[src/rtl/vfm_pkg.sv]
// Package for the voxel face mesher: sizes, queue entry and status types,
// material lookup and the per-face corner and UV offset tables.
// Depends on nothing; every module and the bench import it, the two interfaces do not.
package vfm_pkg;

   localparam int unsigned CHUNK_WIDTH  = 16;
   localparam int unsigned CHUNK_HEIGHT = 256;

   localparam int unsigned QUEUE_DEPTH = 4;
   localparam int unsigned QPTR_W      = $clog2(QUEUE_DEPTH);
   localparam int unsigned QCNT_W      = $clog2(QUEUE_DEPTH + 1);

   localparam int unsigned IDX_W = 21;

   localparam logic [8:0] UV_STEP = 9'd15;

   // Block kind codes
   localparam logic [3:0] KIND_EMPTY   = 4'd0;
   localparam logic [3:0] KIND_DIRT    = 4'd1;
   localparam logic [3:0] KIND_GRASS   = 4'd2;
   localparam logic [3:0] KIND_STONE   = 4'd3;
   localparam logic [3:0] KIND_WOOD    = 4'd4;
   localparam logic [3:0] KIND_LEAF    = 4'd5;
   localparam logic [3:0] KIND_BEDROCK = 4'd6;
   localparam logic [3:0] KIND_LAVA    = 4'd7;
   localparam logic [3:0] KIND_WATER   = 4'd8;
   localparam logic [3:0] KIND_ICE     = 4'd9;
   localparam logic [3:0] KIND_COAL    = 4'd10;

   // Face codes
   localparam logic [2:0] FACE_NEG_X = 3'd0;
   localparam logic [2:0] FACE_POS_X = 3'd1;
   localparam logic [2:0] FACE_NEG_Y = 3'd2;
   localparam logic [2:0] FACE_POS_Y = 3'd3;
   localparam logic [2:0] FACE_NEG_Z = 3'd4;
   localparam logic [2:0] FACE_POS_Z = 3'd5;

   localparam logic [2:0] LAST_CORNER = 3'd3;

   typedef struct packed {
      logic [3:0]       voxel_x;
      logic [7:0]       voxel_y;
      logic [3:0]       voxel_z;
      logic [3:0]       block_kind;
      logic [5:0]       open_faces;
      logic [IDX_W-1:0] base_index;
   } vfm_job_type;

   typedef struct packed {
      logic full;
      logic empty;
   } vfm_qstat_type;

   typedef struct packed {
      logic [8:0] tile_u;
      logic [8:0] tile_v;
      logic       animated;
      logic [8:0] power_value;
   } vfm_mat_type;

   // Corner offsets {x,y,z} per face, per vertex
   localparam logic [2:0] CORNER_TAB [0:5][0:3] = '{
      '{3'b000, 3'b001, 3'b011, 3'b010},
      '{3'b100, 3'b110, 3'b111, 3'b101},
      '{3'b000, 3'b100, 3'b101, 3'b001},
      '{3'b010, 3'b011, 3'b111, 3'b110},
      '{3'b000, 3'b010, 3'b110, 3'b100},
      '{3'b101, 3'b111, 3'b011, 3'b001}
   };

   // UV offset flags {u,v} per face, per vertex; a set flag adds UV_STEP
   localparam logic [1:0] UVOFF_TAB [0:5][0:3] = '{
      '{2'b00, 2'b10, 2'b11, 2'b01},
      '{2'b10, 2'b11, 2'b01, 2'b00},
      '{2'b10, 2'b11, 2'b01, 2'b00},
      '{2'b11, 2'b01, 2'b00, 2'b10},
      '{2'b10, 2'b11, 2'b01, 2'b00},
      '{2'b10, 2'b11, 2'b01, 2'b00}
   };

   // Tile origin, animation and power per kind; grass swaps tile on top and bottom
   function automatic vfm_mat_type mat_lookup(input logic [3:0] kind, input logic [2:0] face);
      vfm_mat_type m;
      case (kind)
         KIND_DIRT:    m = '{9'd32,  9'd240, 1'b0, 9'd500};
         KIND_GRASS:   m = '{9'd48,  9'd240, 1'b0, 9'd500};
         KIND_STONE:   m = '{9'd0,   9'd240, 1'b0, 9'd200};
         KIND_WOOD:    m = '{9'd112, 9'd160, 1'b0, 9'd300};
         KIND_LEAF:    m = '{9'd64,  9'd192, 1'b0, 9'd50};
         KIND_BEDROCK: m = '{9'd16,  9'd224, 1'b0, 9'd400};
         KIND_LAVA:    m = '{9'd240, 9'd16,  1'b1, 9'd10};
         KIND_WATER:   m = '{9'd224, 9'd48,  1'b1, 9'd10};
         KIND_ICE:     m = '{9'd128, 9'd224, 1'b0, 9'd2};
         KIND_COAL:    m = '{9'd80,  9'd208, 1'b0, 9'd200};
         default:      m = '{9'd256, 9'd256, 1'b1, 9'd1};
      endcase
      if (kind == KIND_GRASS && face == FACE_POS_Y) begin
         m.tile_u = 9'd128;
         m.tile_v = 9'd208;
      end
      if (kind == KIND_GRASS && face == FACE_NEG_Y) begin
         m.tile_u = 9'd32;
         m.tile_v = 9'd240;
      end
      return m;
   endfunction

endpackage

[src/rtl/vfm_req_if.sv]
// Voxel request channel: valid/ready plus one voxel per beat.
// Depends on nothing.
interface vfm_req_if;
   logic       valid;
   logic       ready;
   logic       chunk_start;
   logic [3:0] voxel_x;
   logic [7:0] voxel_y;
   logic [3:0] voxel_z;
   logic [3:0] block_kind;
   logic [5:0] open_faces;

   modport source (output valid, chunk_start, voxel_x, voxel_y, voxel_z, block_kind,
                   open_faces, input ready);
   modport sink   (input valid, chunk_start, voxel_x, voxel_y, voxel_z, block_kind,
                   open_faces, output ready);
endinterface

[src/rtl/vfm_rsp_if.sv]
// Vertex response channel: valid/ready plus one vertex per beat.
// Depends on nothing.
interface vfm_rsp_if;
   logic        valid;
   logic        ready;
   logic [4:0]  corner_x;
   logic [8:0]  corner_y;
   logic [4:0]  corner_z;
   logic [2:0]  face_code;
   logic [8:0]  tex_u;
   logic [8:0]  tex_v;
   logic        animated;
   logic [8:0]  power_value;
   logic [20:0] vertex_index;
   logic        last_vertex;

   modport source (output valid, corner_x, corner_y, corner_z, face_code, tex_u, tex_v,
                   animated, power_value, vertex_index, last_vertex, input ready);
   modport sink   (input valid, corner_x, corner_y, corner_z, face_code, tex_u, tex_v,
                   animated, power_value, vertex_index, last_vertex, output ready);
endinterface

[src/rtl/vfm_front.sv]
// Front end: accepts voxels, keeps the running vertex counter and queues visible voxels.
// Depends on vfm_pkg and vfm_req_if.
module vfm_front (
   input  logic                  clock,
   input  logic                  reset,
   vfm_req_if.sink               req_ch,
   input  vfm_pkg::vfm_qstat_type q_stat,
   output logic                  q_push,
   output vfm_pkg::vfm_job_type  q_job
);
   import vfm_pkg::*;

   logic [IDX_W-1:0] count_ff;
   logic [IDX_W-1:0] count_in;
   logic [IDX_W-1:0] base;
   logic [2:0]       n_faces;
   logic             accept;
   logic             solid;

   assign req_ch.ready = !reset && !q_stat.full;
   assign accept       = req_ch.valid && req_ch.ready;
   assign solid        = req_ch.block_kind != KIND_EMPTY;

   always_comb begin
      n_faces = 3'd0;
      for (int i = 0; i < 6; i++) begin
         n_faces = n_faces + {2'd0, req_ch.open_faces[i]};
      end
   end

   assign base = req_ch.chunk_start ? '0 : count_ff;

   // Reserve four indices per open face; empty voxels only apply the chunk clear
   assign count_in = solid ? base + IDX_W'({n_faces, 2'b00}) : base;

   always_ff @(posedge clock) begin
      if (reset) begin
         count_ff <= '0;
      end else if (accept) begin
         count_ff <= count_in;
      end
   end

   assign q_push = accept && solid && (req_ch.open_faces != 6'd0);

   // Chunk sizes are powers of two, so the wrap is a plain bit select
   always_comb begin
      q_job.voxel_x    = 4'(req_ch.voxel_x % CHUNK_WIDTH);
      q_job.voxel_y    = 8'(req_ch.voxel_y % CHUNK_HEIGHT);
      q_job.voxel_z    = 4'(req_ch.voxel_z % CHUNK_WIDTH);
      q_job.block_kind = req_ch.block_kind;
      q_job.open_faces = req_ch.open_faces;
      q_job.base_index = base;
   end

endmodule

[src/rtl/vfm_queue.sv]
// Short job queue between front and back end.
// Depends on vfm_pkg.
module vfm_queue (
   input  logic                   clock,
   input  logic                   reset,
   input  logic                   push,
   input  vfm_pkg::vfm_job_type   push_job,
   input  logic                   pop,
   output vfm_pkg::vfm_job_type   head_job,
   output vfm_pkg::vfm_qstat_type stat
);
   import vfm_pkg::*;

   vfm_job_type        entry_ff [QUEUE_DEPTH];
   logic [QPTR_W-1:0]  wr_ptr_ff;
   logic [QPTR_W-1:0]  rd_ptr_ff;
   logic [QCNT_W-1:0]  count_ff;

   function automatic logic [QPTR_W-1:0] next_ptr(input logic [QPTR_W-1:0] p);
      return (p == QPTR_W'(QUEUE_DEPTH - 1)) ? '0 : p + 1'b1;
   endfunction

   assign stat.full  = count_ff == QCNT_W'(QUEUE_DEPTH);
   assign stat.empty = count_ff == '0;
   assign head_job   = entry_ff[rd_ptr_ff];

   always_ff @(posedge clock) begin
      if (push) begin
         entry_ff[wr_ptr_ff] <= push_job;
      end
   end

   always_ff @(posedge clock) begin
      if (reset) begin
         wr_ptr_ff <= '0;
         rd_ptr_ff <= '0;
         count_ff  <= '0;
      end else begin
         if (push) begin
            wr_ptr_ff <= next_ptr(wr_ptr_ff);
         end
         if (pop) begin
            rd_ptr_ff <= next_ptr(rd_ptr_ff);
         end
         if (push && !pop) begin
            count_ff <= count_ff + 1'b1;
         end else if (pop && !push) begin
            count_ff <= count_ff - 1'b1;
         end
      end
   end

endmodule

[src/rtl/vfm_back.sv]
// Back end: walks the open faces of the head voxel, one vertex per beat into an output register.
// Depends on vfm_pkg and vfm_rsp_if.
module vfm_back (
   input  logic                   clock,
   input  logic                   reset,
   input  vfm_pkg::vfm_job_type   head_job,
   input  vfm_pkg::vfm_qstat_type q_stat,
   output logic                   q_pop,
   vfm_rsp_if.source              rsp_ch
);
   import vfm_pkg::*;

   logic             started_ff;
   logic [5:0]       rem_ff;
   logic [1:0]       corner_ff;
   logic [IDX_W-1:0] idx_ff;

   logic             valid_ff;
   logic [4:0]       cx_ff;
   logic [8:0]       cy_ff;
   logic [4:0]       cz_ff;
   logic [2:0]       face_ff;
   logic [8:0]       u_ff;
   logic [8:0]       v_ff;
   logic             anim_ff;
   logic [8:0]       power_ff;
   logic [IDX_W-1:0] vidx_ff;
   logic             last_ff;

   logic [5:0]       rem_cur;
   logic [5:0]       rem_next;
   logic [IDX_W-1:0] idx_cur;
   logic [2:0]       face;
   logic             last;
   logic             advance;
   logic             fire;
   vfm_mat_type      mat;
   logic [2:0]       coff;
   logic [1:0]       uvoff;

   assign rem_cur = started_ff ? rem_ff : head_job.open_faces;
   assign idx_cur = started_ff ? idx_ff : head_job.base_index;

   // Lowest open face still to do
   always_comb begin
      face = FACE_NEG_X;
      for (int i = 5; i >= 0; i--) begin
         if (rem_cur[i]) begin
            face = 3'(i);
         end
      end
   end

   assign rem_next = ({1'b0, corner_ff} == LAST_CORNER) ? (rem_cur & ~(6'd1 << face)) : rem_cur;
   assign last     = rem_next == 6'd0;
   assign advance  = !valid_ff || rsp_ch.ready;
   assign fire     = advance && !q_stat.empty;
   assign q_pop    = fire && last;

   assign mat   = mat_lookup(head_job.block_kind, face);
   assign coff  = CORNER_TAB[face][corner_ff];
   assign uvoff = UVOFF_TAB[face][corner_ff];

   always_ff @(posedge clock) begin
      if (reset) begin
         started_ff <= 1'b0;
         corner_ff  <= 2'd0;
         valid_ff   <= 1'b0;
      end else begin
         if (advance) begin
            valid_ff <= fire;
         end
         if (fire) begin
            corner_ff  <= corner_ff + 1'b1;
            started_ff <= !last;
         end
      end
   end

   always_ff @(posedge clock) begin
      if (fire) begin
         rem_ff   <= rem_next;
         idx_ff   <= idx_cur + 1'b1;
         cx_ff    <= {1'b0, head_job.voxel_x} + {4'd0, coff[2]};
         cy_ff    <= {1'b0, head_job.voxel_y} + {8'd0, coff[1]};
         cz_ff    <= {1'b0, head_job.voxel_z} + {4'd0, coff[0]};
         face_ff  <= face;
         u_ff     <= mat.tile_u + (uvoff[1] ? UV_STEP : 9'd0);
         v_ff     <= mat.tile_v + (uvoff[0] ? UV_STEP : 9'd0);
         anim_ff  <= mat.animated;
         power_ff <= mat.power_value;
         vidx_ff  <= idx_cur;
         last_ff  <= last;
      end
   end

   assign rsp_ch.valid        = valid_ff;
   assign rsp_ch.corner_x     = cx_ff;
   assign rsp_ch.corner_y     = cy_ff;
   assign rsp_ch.corner_z     = cz_ff;
   assign rsp_ch.face_code    = face_ff;
   assign rsp_ch.tex_u        = u_ff;
   assign rsp_ch.tex_v        = v_ff;
   assign rsp_ch.animated     = anim_ff;
   assign rsp_ch.power_value  = power_ff;
   assign rsp_ch.vertex_index = vidx_ff;
   assign rsp_ch.last_vertex  = last_ff;

endmodule

[src/rtl/voxel_face_mesher.sv]
// Voxel face mesher: top level joining front end, job queue and back end.
// A solid voxel with open faces is queued; at the queue head, the back end registers its
// vertices. Throughput: one vertex per cycle unless rsp_ch stalls, four per open face;
// voxels with no open face, or empty ones, use only their request beat in the front end.
// Reset (synchronous): clears the vertex counter, empties the queue, drops any pending vertex.
// Depends on vfm_pkg, vfm_req_if, vfm_rsp_if, vfm_front, vfm_queue and vfm_back.
module voxel_face_mesher (
   input  logic      clock,
   input  logic      reset,
   vfm_req_if.sink   req_ch,
   vfm_rsp_if.source rsp_ch
);
   import vfm_pkg::*;

   // Front-to-back hand-off through the job queue
   vfm_job_type   push_job;
   vfm_job_type   head_job;
   vfm_qstat_type q_stat;
   logic          q_push;
   logic          q_pop;

   // Front end: classify each voxel, reserve its index range, queue it if it has faces.
   // The counter advances at the request beat, so later voxels never wait on the back end
   // to learn their base index.
   vfm_front u_front (
      .clock   (clock),
      .reset   (reset),
      .req_ch  (req_ch),
      .q_stat  (q_stat),
      .q_push  (q_push),
      .q_job   (push_job)
   );

   // Queue: lets the front end keep taking voxels while the back end streams vertices
   vfm_queue u_queue (
      .clock    (clock),
      .reset    (reset),
      .push     (q_push),
      .push_job (push_job),
      .pop      (q_pop),
      .head_job (head_job),
      .stat     (q_stat)
   );

   // Back end: one vertex per beat; release the queue head on its last vertex
   vfm_back u_back (
      .clock    (clock),
      .reset    (reset),
      .head_job (head_job),
      .q_stat   (q_stat),
      .q_pop    (q_pop),
      .rsp_ch   (rsp_ch)
   );

   // Never push into a full queue
   assert property (@(posedge clock) disable iff (reset) q_push |-> !q_stat.full)
      else $error("push into full queue");

   // Never pop an empty queue
   assert property (@(posedge clock) disable iff (reset) q_pop |-> !q_stat.empty)
      else $error("pop from empty queue");

   // Only queued voxels with an open face reach the back end
   assert property (@(posedge clock) disable iff (reset)
                    !q_stat.empty |-> head_job.open_faces != 6'd0 &&
                                      head_job.block_kind != KIND_EMPTY)
      else $error("queued voxel has nothing to emit");

   // A vertex carries a real face code
   assert property (@(posedge clock) disable iff (reset)
                    rsp_ch.valid |-> rsp_ch.face_code <= FACE_POS_Z)
      else $error("face code out of range");

endmodule

[src/flat_wrapper.sv]
// flat-port wrapper written by rule: the top's interface ports become plain ports
module voxel_face_mesher_flat import vfm_pkg::*;
  (clock, reset, req_ch_valid, req_ch_chunk_start, req_ch_voxel_x, req_ch_voxel_y, req_ch_voxel_z, req_ch_block_kind, req_ch_open_faces, req_ch_ready, rsp_ch_valid, rsp_ch_corner_x, rsp_ch_corner_y, rsp_ch_corner_z, rsp_ch_face_code, rsp_ch_tex_u, rsp_ch_tex_v, rsp_ch_animated, rsp_ch_power_value, rsp_ch_vertex_index, rsp_ch_last_vertex, rsp_ch_ready);
  vfm_req_if req_ch_i ();
  vfm_rsp_if rsp_ch_i ();
  input  logic clock;
  input  logic reset;
  input wire logic [$bits(req_ch_i.valid)-1:0] req_ch_valid;
  input wire logic [$bits(req_ch_i.chunk_start)-1:0] req_ch_chunk_start;
  input wire logic [$bits(req_ch_i.voxel_x)-1:0] req_ch_voxel_x;
  input wire logic [$bits(req_ch_i.voxel_y)-1:0] req_ch_voxel_y;
  input wire logic [$bits(req_ch_i.voxel_z)-1:0] req_ch_voxel_z;
  input wire logic [$bits(req_ch_i.block_kind)-1:0] req_ch_block_kind;
  input wire logic [$bits(req_ch_i.open_faces)-1:0] req_ch_open_faces;
  output wire logic [$bits(req_ch_i.ready)-1:0] req_ch_ready;
  output wire logic [$bits(rsp_ch_i.valid)-1:0] rsp_ch_valid;
  output wire logic [$bits(rsp_ch_i.corner_x)-1:0] rsp_ch_corner_x;
  output wire logic [$bits(rsp_ch_i.corner_y)-1:0] rsp_ch_corner_y;
  output wire logic [$bits(rsp_ch_i.corner_z)-1:0] rsp_ch_corner_z;
  output wire logic [$bits(rsp_ch_i.face_code)-1:0] rsp_ch_face_code;
  output wire logic [$bits(rsp_ch_i.tex_u)-1:0] rsp_ch_tex_u;
  output wire logic [$bits(rsp_ch_i.tex_v)-1:0] rsp_ch_tex_v;
  output wire logic [$bits(rsp_ch_i.animated)-1:0] rsp_ch_animated;
  output wire logic [$bits(rsp_ch_i.power_value)-1:0] rsp_ch_power_value;
  output wire logic [$bits(rsp_ch_i.vertex_index)-1:0] rsp_ch_vertex_index;
  output wire logic [$bits(rsp_ch_i.last_vertex)-1:0] rsp_ch_last_vertex;
  input wire logic [$bits(rsp_ch_i.ready)-1:0] rsp_ch_ready;
  assign req_ch_i.valid = req_ch_valid;
  assign req_ch_i.chunk_start = req_ch_chunk_start;
  assign req_ch_i.voxel_x = req_ch_voxel_x;
  assign req_ch_i.voxel_y = req_ch_voxel_y;
  assign req_ch_i.voxel_z = req_ch_voxel_z;
  assign req_ch_i.block_kind = req_ch_block_kind;
  assign req_ch_i.open_faces = req_ch_open_faces;
  assign req_ch_ready = req_ch_i.ready;
  assign rsp_ch_valid = rsp_ch_i.valid;
  assign rsp_ch_corner_x = rsp_ch_i.corner_x;
  assign rsp_ch_corner_y = rsp_ch_i.corner_y;
  assign rsp_ch_corner_z = rsp_ch_i.corner_z;
  assign rsp_ch_face_code = rsp_ch_i.face_code;
  assign rsp_ch_tex_u = rsp_ch_i.tex_u;
  assign rsp_ch_tex_v = rsp_ch_i.tex_v;
  assign rsp_ch_animated = rsp_ch_i.animated;
  assign rsp_ch_power_value = rsp_ch_i.power_value;
  assign rsp_ch_vertex_index = rsp_ch_i.vertex_index;
  assign rsp_ch_last_vertex = rsp_ch_i.last_vertex;
  assign rsp_ch_i.ready = rsp_ch_ready;
  voxel_face_mesher u_core (.clock(clock), .reset(reset), .req_ch(req_ch_i), .rsp_ch(rsp_ch_i));
endmodule
[config.mk]
export PLATFORM = sky130hd
export DESIGN_NAME = voxel_face_mesher_flat
export DESIGN_NICKNAME = d
export VERILOG_FILES = /design/src/rtl/vfm_pkg.sv /design/src/rtl/vfm_req_if.sv /design/src/rtl/vfm_rsp_if.sv /design/src/rtl/vfm_front.sv /design/src/rtl/vfm_queue.sv /design/src/rtl/vfm_back.sv /design/src/rtl/voxel_face_mesher.sv /design/src/flat_wrapper.sv
export SDC_FILE = /design/constraint.sdc
export NUM_CORES = 1
export LEC_CHECK = 0
export BUFFER_PORTS_ARGS = -buffer_cell sky130_fd_sc_hd__buf_2
export CAP_MARGIN = 30
export CORE_ASPECT_RATIO = 1.25
export CORE_MARGIN = 1
export CORE_UTILIZATION = 54
export CTS_CLUSTER_SIZE = 16
export DETAILED_ROUTE_END_ITERATION = 16
export MAX_ROUTING_LAYER = met4
export PLACE_DENSITY = 0.79
export SLEW_MARGIN = 20
export SYNTH_ARGS = -nofsm -noshare
export SYNTH_HDL_FRONTEND = slang
export SYNTH_SLANG_ARGS = --single-unit
[constraint.sdc]
create_clock -name clock -period 6.9 [get_ports clock]
set_clock_uncertainty 0.1 [all_clocks]
set_input_delay 0 -clock clock [delete_from_list [all_inputs] [get_ports clock]]
set_output_delay 0 -clock clock [all_outputs]
set_load 0.03 [all_outputs]
==> reports/metrics.cfg, run 1 <==
[run_status]
run_status = finished clean

[clock_tree]
path_clk_slew_ns = 0.07
cts_tree = done
cts-htree-levels = 1
cts.sinks = 314
clockRootBuffer = clkbuf_16
numCtsBuffers = 28
insertion_delay_ns = 0.55
cts.path.max_buffers = 3

[worst_hold_path]
hp-class = in2reg
min_delay_path_depth = 2

[floorplanning]
io_pins = 105
fp.dieW_um = 144.6
core_mm2 = 0.02474
die-height_um = 180.2
fp-row-count = 64
initial_utilization_pct = 55.45
dieArea_mm2 = 0.02605

[pwr]
leakagePower_nw = 5.489
power.total_mw = 4.490
power_density_mw_per_mm2 = 286.3
peakVddDrop_mv = 0.2232

[logic_synthesis]
yosys-top-cells-count = edfxtp_1, nor2_1, nand2_1
netlist_area_mm2 = 0.01372
yosysWarnings = 0
synth_top_area_cell = edfxtp_1
ys_ff_latch = 314
syn_inst = 872
synthTopCellsByArea = edfxtp_1, dfxtp_1, mux4_2
synth_ff_type = edfxtp_1
avgSynthCellArea_um2 = 15.73
synth_top_area_share_pct = 61.28
syn_nets = 942
yosysUniqueCellTypes = 80
synthArstFlopShare_pct = 0
synth-seq-area-share_pct = 66.24
synth_most_common_cell = edfxtp_1
synth_edf_count = 280

[timing]
worstMarginPinSlew_ns = 0.7763
relSlewSlack_pct = 48.25
setup_viol = 0
fin_hold_ws_ns = 0.01838
rsz0062_at_grt = false
slew_violations = 0
fmax_ghz = 0.1991
finalCriticalPeriod_ns = 5.021
fin_crit_sh_pct = 72.77
tns_ns = 0
hold_viol = 0

[finish]
n_antenna_cell = 0
nets = 1077
layout-drive-gt1-share_pct = 22.06
finish.utilization_pct = 63.37
area_delta_synth_final_pct = 14.29

[global_routing]
grt_antenna_before_repair = 0
grt_pass1_wl_um = 42000
grt_pass1_vias = 7799
overflow = 0
grt.total_usage_pct = 21.72
grt_max_degree = 59

[setup_path]
worstPathCellList = buf_4 > or2_2 > o221ai_2 > nand2b_1 > a21boi_0 > o21ai_0 > inv_1 > ha_1 > a21o_1 > a32oi_1 > nor4b_4 > inv_1 > ha_1 > inv_1 > fa_1 > xor2_1 > or3_1 > a21oi_1
crit_type = reg2reg
crit_fanout = 45
startpoint_type = register
cp_slowest_cell = o21ai_0
end_kind = register
arrival_ns = 5.38
cp.required_ns = 7.26
r2r_cells = 18
critPathMaxStageDelay_ns = 0.60
path_common_cell = inv_1

[routing]
vias = 7712
wl_per_cell_um = 19.38
drt_iter0_markers = 586
routed_wl_um = 26330
vias_per_cell = 5.675
drc = 0
detail-route-antenna-nets = 0
drtPass1Iterations = 5

[placed_design]
dpl.hpwl_um = 16190
gp_congestion = 0.8201
io_buffers = 104

[flow_run]
drv_cap = 0

==> worst paths after layout <==
kind,start,to,slack [ns]
setup / recovery,register,u_core.u_queue.count_ff[2]$_SDFFE_PP0P_,1.88
hold / removal,req_ch_chunk_start,u_core.u_queue.entry_ff[2][16]$_DFFE_PP_,0.02
setup reg to reg,register,u_core.u_queue.count_ff[2]$_SDFFE_PP0P_,1.88
hold reg to reg,u_core.u_front.count_ff[2]$_SDFFE_PP0P_,u_core.u_front.count_ff[2]$_SDFFE_PP0P_,0.39
==> power by group <==
part | internal [mW] | leakage, nW | switching, mW
clock network | 0.817 | 0.423 | 0.661
registers | 2.25 | 2.80 | 0.0597
logic | 0.234 | 2.26 | 0.470
total | 3.30 | 5.49 | 1.19
==> registers in the layout (all words and copies together) (netlist names), 5 cells and up, named ones only <==
register                           cells
u_core.u_front.count_ff               21
u_core.u_back.idx_ff                  21
u_core.u_back.rsp_ch.corner_x          5
u_core.u_back.rem_ff                   6
u_core.u_queue.entry_ff              188
u_core.u_back.rsp_ch.power_value       9
u_core.u_back.rsp_ch.corner_y          9
u_core.u_back.rsp_ch.tex_v             6
u_core.u_back.rsp_ch.tex_u             5
u_core.u_back.rsp_ch.vertex_index     21
u_core.u_back.rsp_ch.corner_z          5
==> layer usage <==
metal | up-vias | track usage (%) | wire, um
met4 | 0 | 6.779 | 650
met3 | 48 | 2.339 | 1198
li1 | 3584 | - | -
met5 | - | - | 0
met1 | 3842 | 28.35 | 11150
met2 | 238 | 35.69 | 13330
==> placed cells by master (no fill, tap or decap), types with 6 or more instances in the layout <==
cell type	netlist	final
dfxtp_1	34	31
ha_1	34	34
xor2_1	16	16
clkinv_2	0	7
clkinv_1	1	6
nor2_1	52	52
buf_4	8	9
edfxtp_1	280	280
nand2b_1	11	11
nand2_1	46	46
clkbuf_16	0	29
xnor2_1	35	35
and3_1	8	8
nand3_1	17	17
a21oi_1	23	22
inv_1	32	32
mux2i_1	25	25
dlygate4sd3_1	0	30
mux4_1	10	10
nor2b_1	29	29
nor3_1	12	12
buf_2	10	104
nand4_1	6	6
mux2_2	18	18
o21ai_0	12	12
clkbuf_1	12	8
mux4_2	30	30
==> layout make-up <==
cell class	count	area [um2]
Inverter	34	127.6
Clock inverter	14	91.34
Sequential cell	314	9095
Multi-Input combinational cell	485	4269
Clock buffer	38	769.5
Timing Repair Buffer	144	915.9
Tap cell	330	412.9
Fill cell	1748	9062
==> worst max-delay path: cells and delay by family, from the launching register on <==
family                   cells  cell delay (ns)
buffers and inverters        4             0.75
adder cells (fa/ha/maj)      3             0.89
XOR/XNOR                     1             0.18
AND/OR/NAND/NOR              4             0.97
flip-flops                   1             0.32
AO/OA/AOI/OAI                6             1.74
==> kinds of logic (layout without fill, tap and decap cells) <==
| family | after synthesis | after routing | synth area share [%] |
|---|---|---|---|
| xor+xnor | 51 | 51 | 3.255 |
| mux | 85 | 85 | 10.32 |
| compound gates | 91 | 91 | 4.961 |
| fa+ha+maj | 39 | 39 | 3.830 |
| buf+inv | 73 | 230 | 2.763 |
| flops | 314 | 314 | 66.24 |
| simple gates | 219 | 219 | 8.627 |
==> stage by stage <==
step	std cells	area [um2]	setup slack [ns]
final	1359	15680	1.879
after global routing	1359	15680	1.538
after CTS	1359	15680	1.889
after detailed placement	1277	14520	1.958
after global placement	1276	14490	2.072
after floorplan	872	13720	1.828
==> repair_timing <==
item / in CTS / in global routing
resized for setup: 0 / 0
endpoints found under the hold margin: 140 / 0
buffers inserted: 0 / 0
hold buffers: 30 / 0
No activity file was read; power rests on OpenSTA's default activity.
==> run 2: changes to the inputs <==
Settings changed: CORE_UTILIZATION 54 to 60, PLACE_DENSITY 0.79 to 0.83.
Clock period 6.9 ns to 4.8 ns, I/O delays scaled along.
==> run 2 against run 1 <==
Sequential power up 43%. Combinational power rose by 45%. Core utilization is 7.4 points higher. Flip-flop and latch count is the same. Critical path depth unchanged. Maximum frequency increased by 15%. Largest cell class unchanged. Non-clock buffer count up 10. Largest power group unchanged. Setup slack got worse by 1.5 ns. Global-route usage up 1.8 points. Hold slack better by 0.035 ns. Die area decreased by 9.9%. Power up 50%.
==> reports/metrics.cfg, run 2 (synthesis gave the netlist of run 1 again) <==
[run_status]
run_status = finished clean

[clock_tree]
path_clk_slew_ns = 0.06  ; about the same
cts.sinks = 314  ; unchanged
numCtsBuffers = 28  ; unchanged
cts.path.max_buffers = 3  ; unchanged
hold_buffers = 30  ; unchanged
clockRootBuffer = clkbuf_16
insertion_delay_ns = 0.55  ; about the same
cts-htree-levels = 1  ; unchanged
cts-resized-gates = 0  ; unchanged
cts_tree = done
post_cts_buffers = 0  ; unchanged

[setup_path]
r2r_cells = 18  ; unchanged
crit_type = reg2reg
rrSetupSlack_ns = 0.42  ; -1.45 ns
startpoint_type = register
reg2reg_to = u_core.u_queue.count_ff[2]$_SDFFE_PP0P_
arrival_ns = 4.74  ; -0.64 ns
end_kind = register
cp.required_ns = 5.16  ; -2.10 ns
crit_fanout = 21  ; -53%

[finish]
nets = 1087  ; +0.93%
n_antenna_cell = 0  ; unchanged
final_cells = 1322  ; -2.7%
finish.utilization_pct = 70.82  ; +7.4 points
area_delta_synth_final_pct = 15.43
largest_reg_flops = 188  ; unchanged
mostFrequentLayoutCells = edfxtp_1, buf_2, nor2_1, nand2_1, xnor2_1
largest_register = u_core.u_queue.entry_ff
layout-drive-gt1-share_pct = 23.10  ; +1.0 points
final_common_cell = edfxtp_1

[pwr]
peakVddDrop_mv = 0.4076  ; +83%
leakagePower_nw = 5.601  ; +2.0%
power.total_mw = 6.730  ; +50%
power_density_mw_per_mm2 = 425.0  ; +48%

[worst_hold_path]
min_to = u_core.u_queue.entry_ff[2][6]$_DFFE_PP_
min_delay_path_depth = 2  ; unchanged
hp-class = in2reg
hold_start = req_ch_chunk_start

[global_routing]
overflow = 0  ; unchanged
grt_antenna_before_repair = 0  ; unchanged
grt_max_degree = 58  ; -1.7%
grt.total_usage_pct = 23.53  ; +1.8 points
grt_pass1_wl_um = 40830  ; -2.8%
grt_pass1_vias = 7642  ; -2.0%

[timing]
worstMarginPinSlew_ns = 0.7356  ; -0.04073 ns
tns_ns = 0  ; unchanged
setup_viol = 0  ; unchanged
hold_viol = 0  ; unchanged
rsz0062_at_grt = false
relSlewSlack_pct = 49.56  ; +1.3 points
finalCriticalPeriod_ns = 4.375  ; -0.6460 ns
slew_violations = 0  ; unchanged
fin_crit_sh_pct = 91.15  ; +18 points
fmax_ghz = 0.2286  ; +15%

[floorplanning]
die-height_um = 171.1  ; -5.1%
io_pins = 105  ; unchanged
core_mm2 = 0.02236  ; -9.6%
fp-row-count = 61  ; -4.7%
dieArea_mm2 = 0.02348  ; -9.9%
fp.dieW_um = 137.3  ; -5.1%
initial_utilization_pct = 61.36  ; +5.9 points

[routing]
drtPass1Iterations = 5  ; unchanged
vias_per_cell = 5.856  ; +3.2%
drc = 0  ; unchanged
vias = 7741  ; +0.38%
drt_iter0_markers = 750  ; +28%
wl_per_cell_um = 19.42  ; +0.23%
routed_wl_um = 25670  ; -2.5%
detail-route-antenna-nets = 0  ; unchanged

[placed_design]
gp_congestion = 0.8333  ; +1.6%
io_buffers = 104  ; unchanged
dpl.hpwl_um = 15990  ; -1.2%
dp_cells = 1240  ; -2.9%

[flow_run]
drv_cap = 0  ; unchanged

[run 2: changes by cell type in the layout (fill, tap and decap cells not counted)]
cell / delta
bufinv_16: +5
clkinv_2: -3
clkbuf_8: +1
dfxtp_2: -1
buf_4: +10
clkinv_1: -2
clkbuf_1: -2
clkinvlp_4: +1
dfxtp_1: +1
[run 2: power breakdown]
group	total (mW)	switching (mW)	internal, mW	leakage (nW)
combinational	1.02	0.676	0.344	2.32
sequential	3.31	0.0788	3.23	2.80
clock	2.40	0.945	1.46	0.484
total	6.73	1.70	5.03	5.60
[run 2: final cells by class]
type                            count  area, um2
Multi-Input combinational cell    485       4269
Clock inverter                     15      226.5
Sequential cell                   314       9094
Tap cell                          283      354.1
Timing Repair Buffer              154      991.0
Clock buffer                       37      775.7
Inverter                           34      127.6
Fill cell                        1375       6525
[run 2: critical path, cell delays in order (launching register included)]
cell	delay, ns
dfxtp_4	0.56
mux2_2	0.41
o221ai_2	0.28
nand2b_1	0.15
a21boi_0	0.10
o21ai_0	0.17
buf_4	0.17
inv_1	0.10
ha_1	0.27
a21o_1	0.19
a32oi_1	0.34
nor4b_4	0.12
inv_1	0.09
ha_1	0.19
inv_1	0.07
fa_1	0.38
xor2_1	0.18
or3_1	0.31
a21oi_1	0.14
[run 2: worst max path at each step]
stage / from / endpoint
floorplan: register / u_core.u_queue.count_ff[2]$_SDFFE_PP0P_
global placement: register / u_core.u_queue.count_ff[2]$_SDFFE_PP0P_
detailed placement: register / u_core.u_queue.count_ff[2]$_SDFFE_PP0P_
CTS: register / u_core.u_queue.count_ff[2]$_SDFFE_PP0P_
global route: register / u_core.u_queue.count_ff[2]$_SDFFE_PP0P_
finish: register / u_core.u_queue.count_ff[2]$_SDFFE_PP0P_
[run 2: metrics by stage]
| stage | hold WS (ns) | setup WS [ns] | cell area, um2 |
|---|---|---|---|
| finish | 0.05330 | 0.4246 | 15840 |
| global route | 0.08779 | 0.1292 | 15840 |
| CTS | 0.02638 | 0.4435 | 15840 |
| detailed placement | 0.1160 | 0.4720 | 14540 |
| global placement | 0.1137 | 0.5342 | 14510 |
| floorplan | -0.001131 | 0.3684 | 13730 |
[run 2: metal layers]
metal / vias up / global-route usage, % / routed length, um
li1: 3608 / - / -
met1: 3836 / 30.66 / 10700
met2: 241 / 37.99 / 12920
met3: 56 / 3.378 / 1326
met4: 0 / 8.170 / 721
met5: - / - / 0
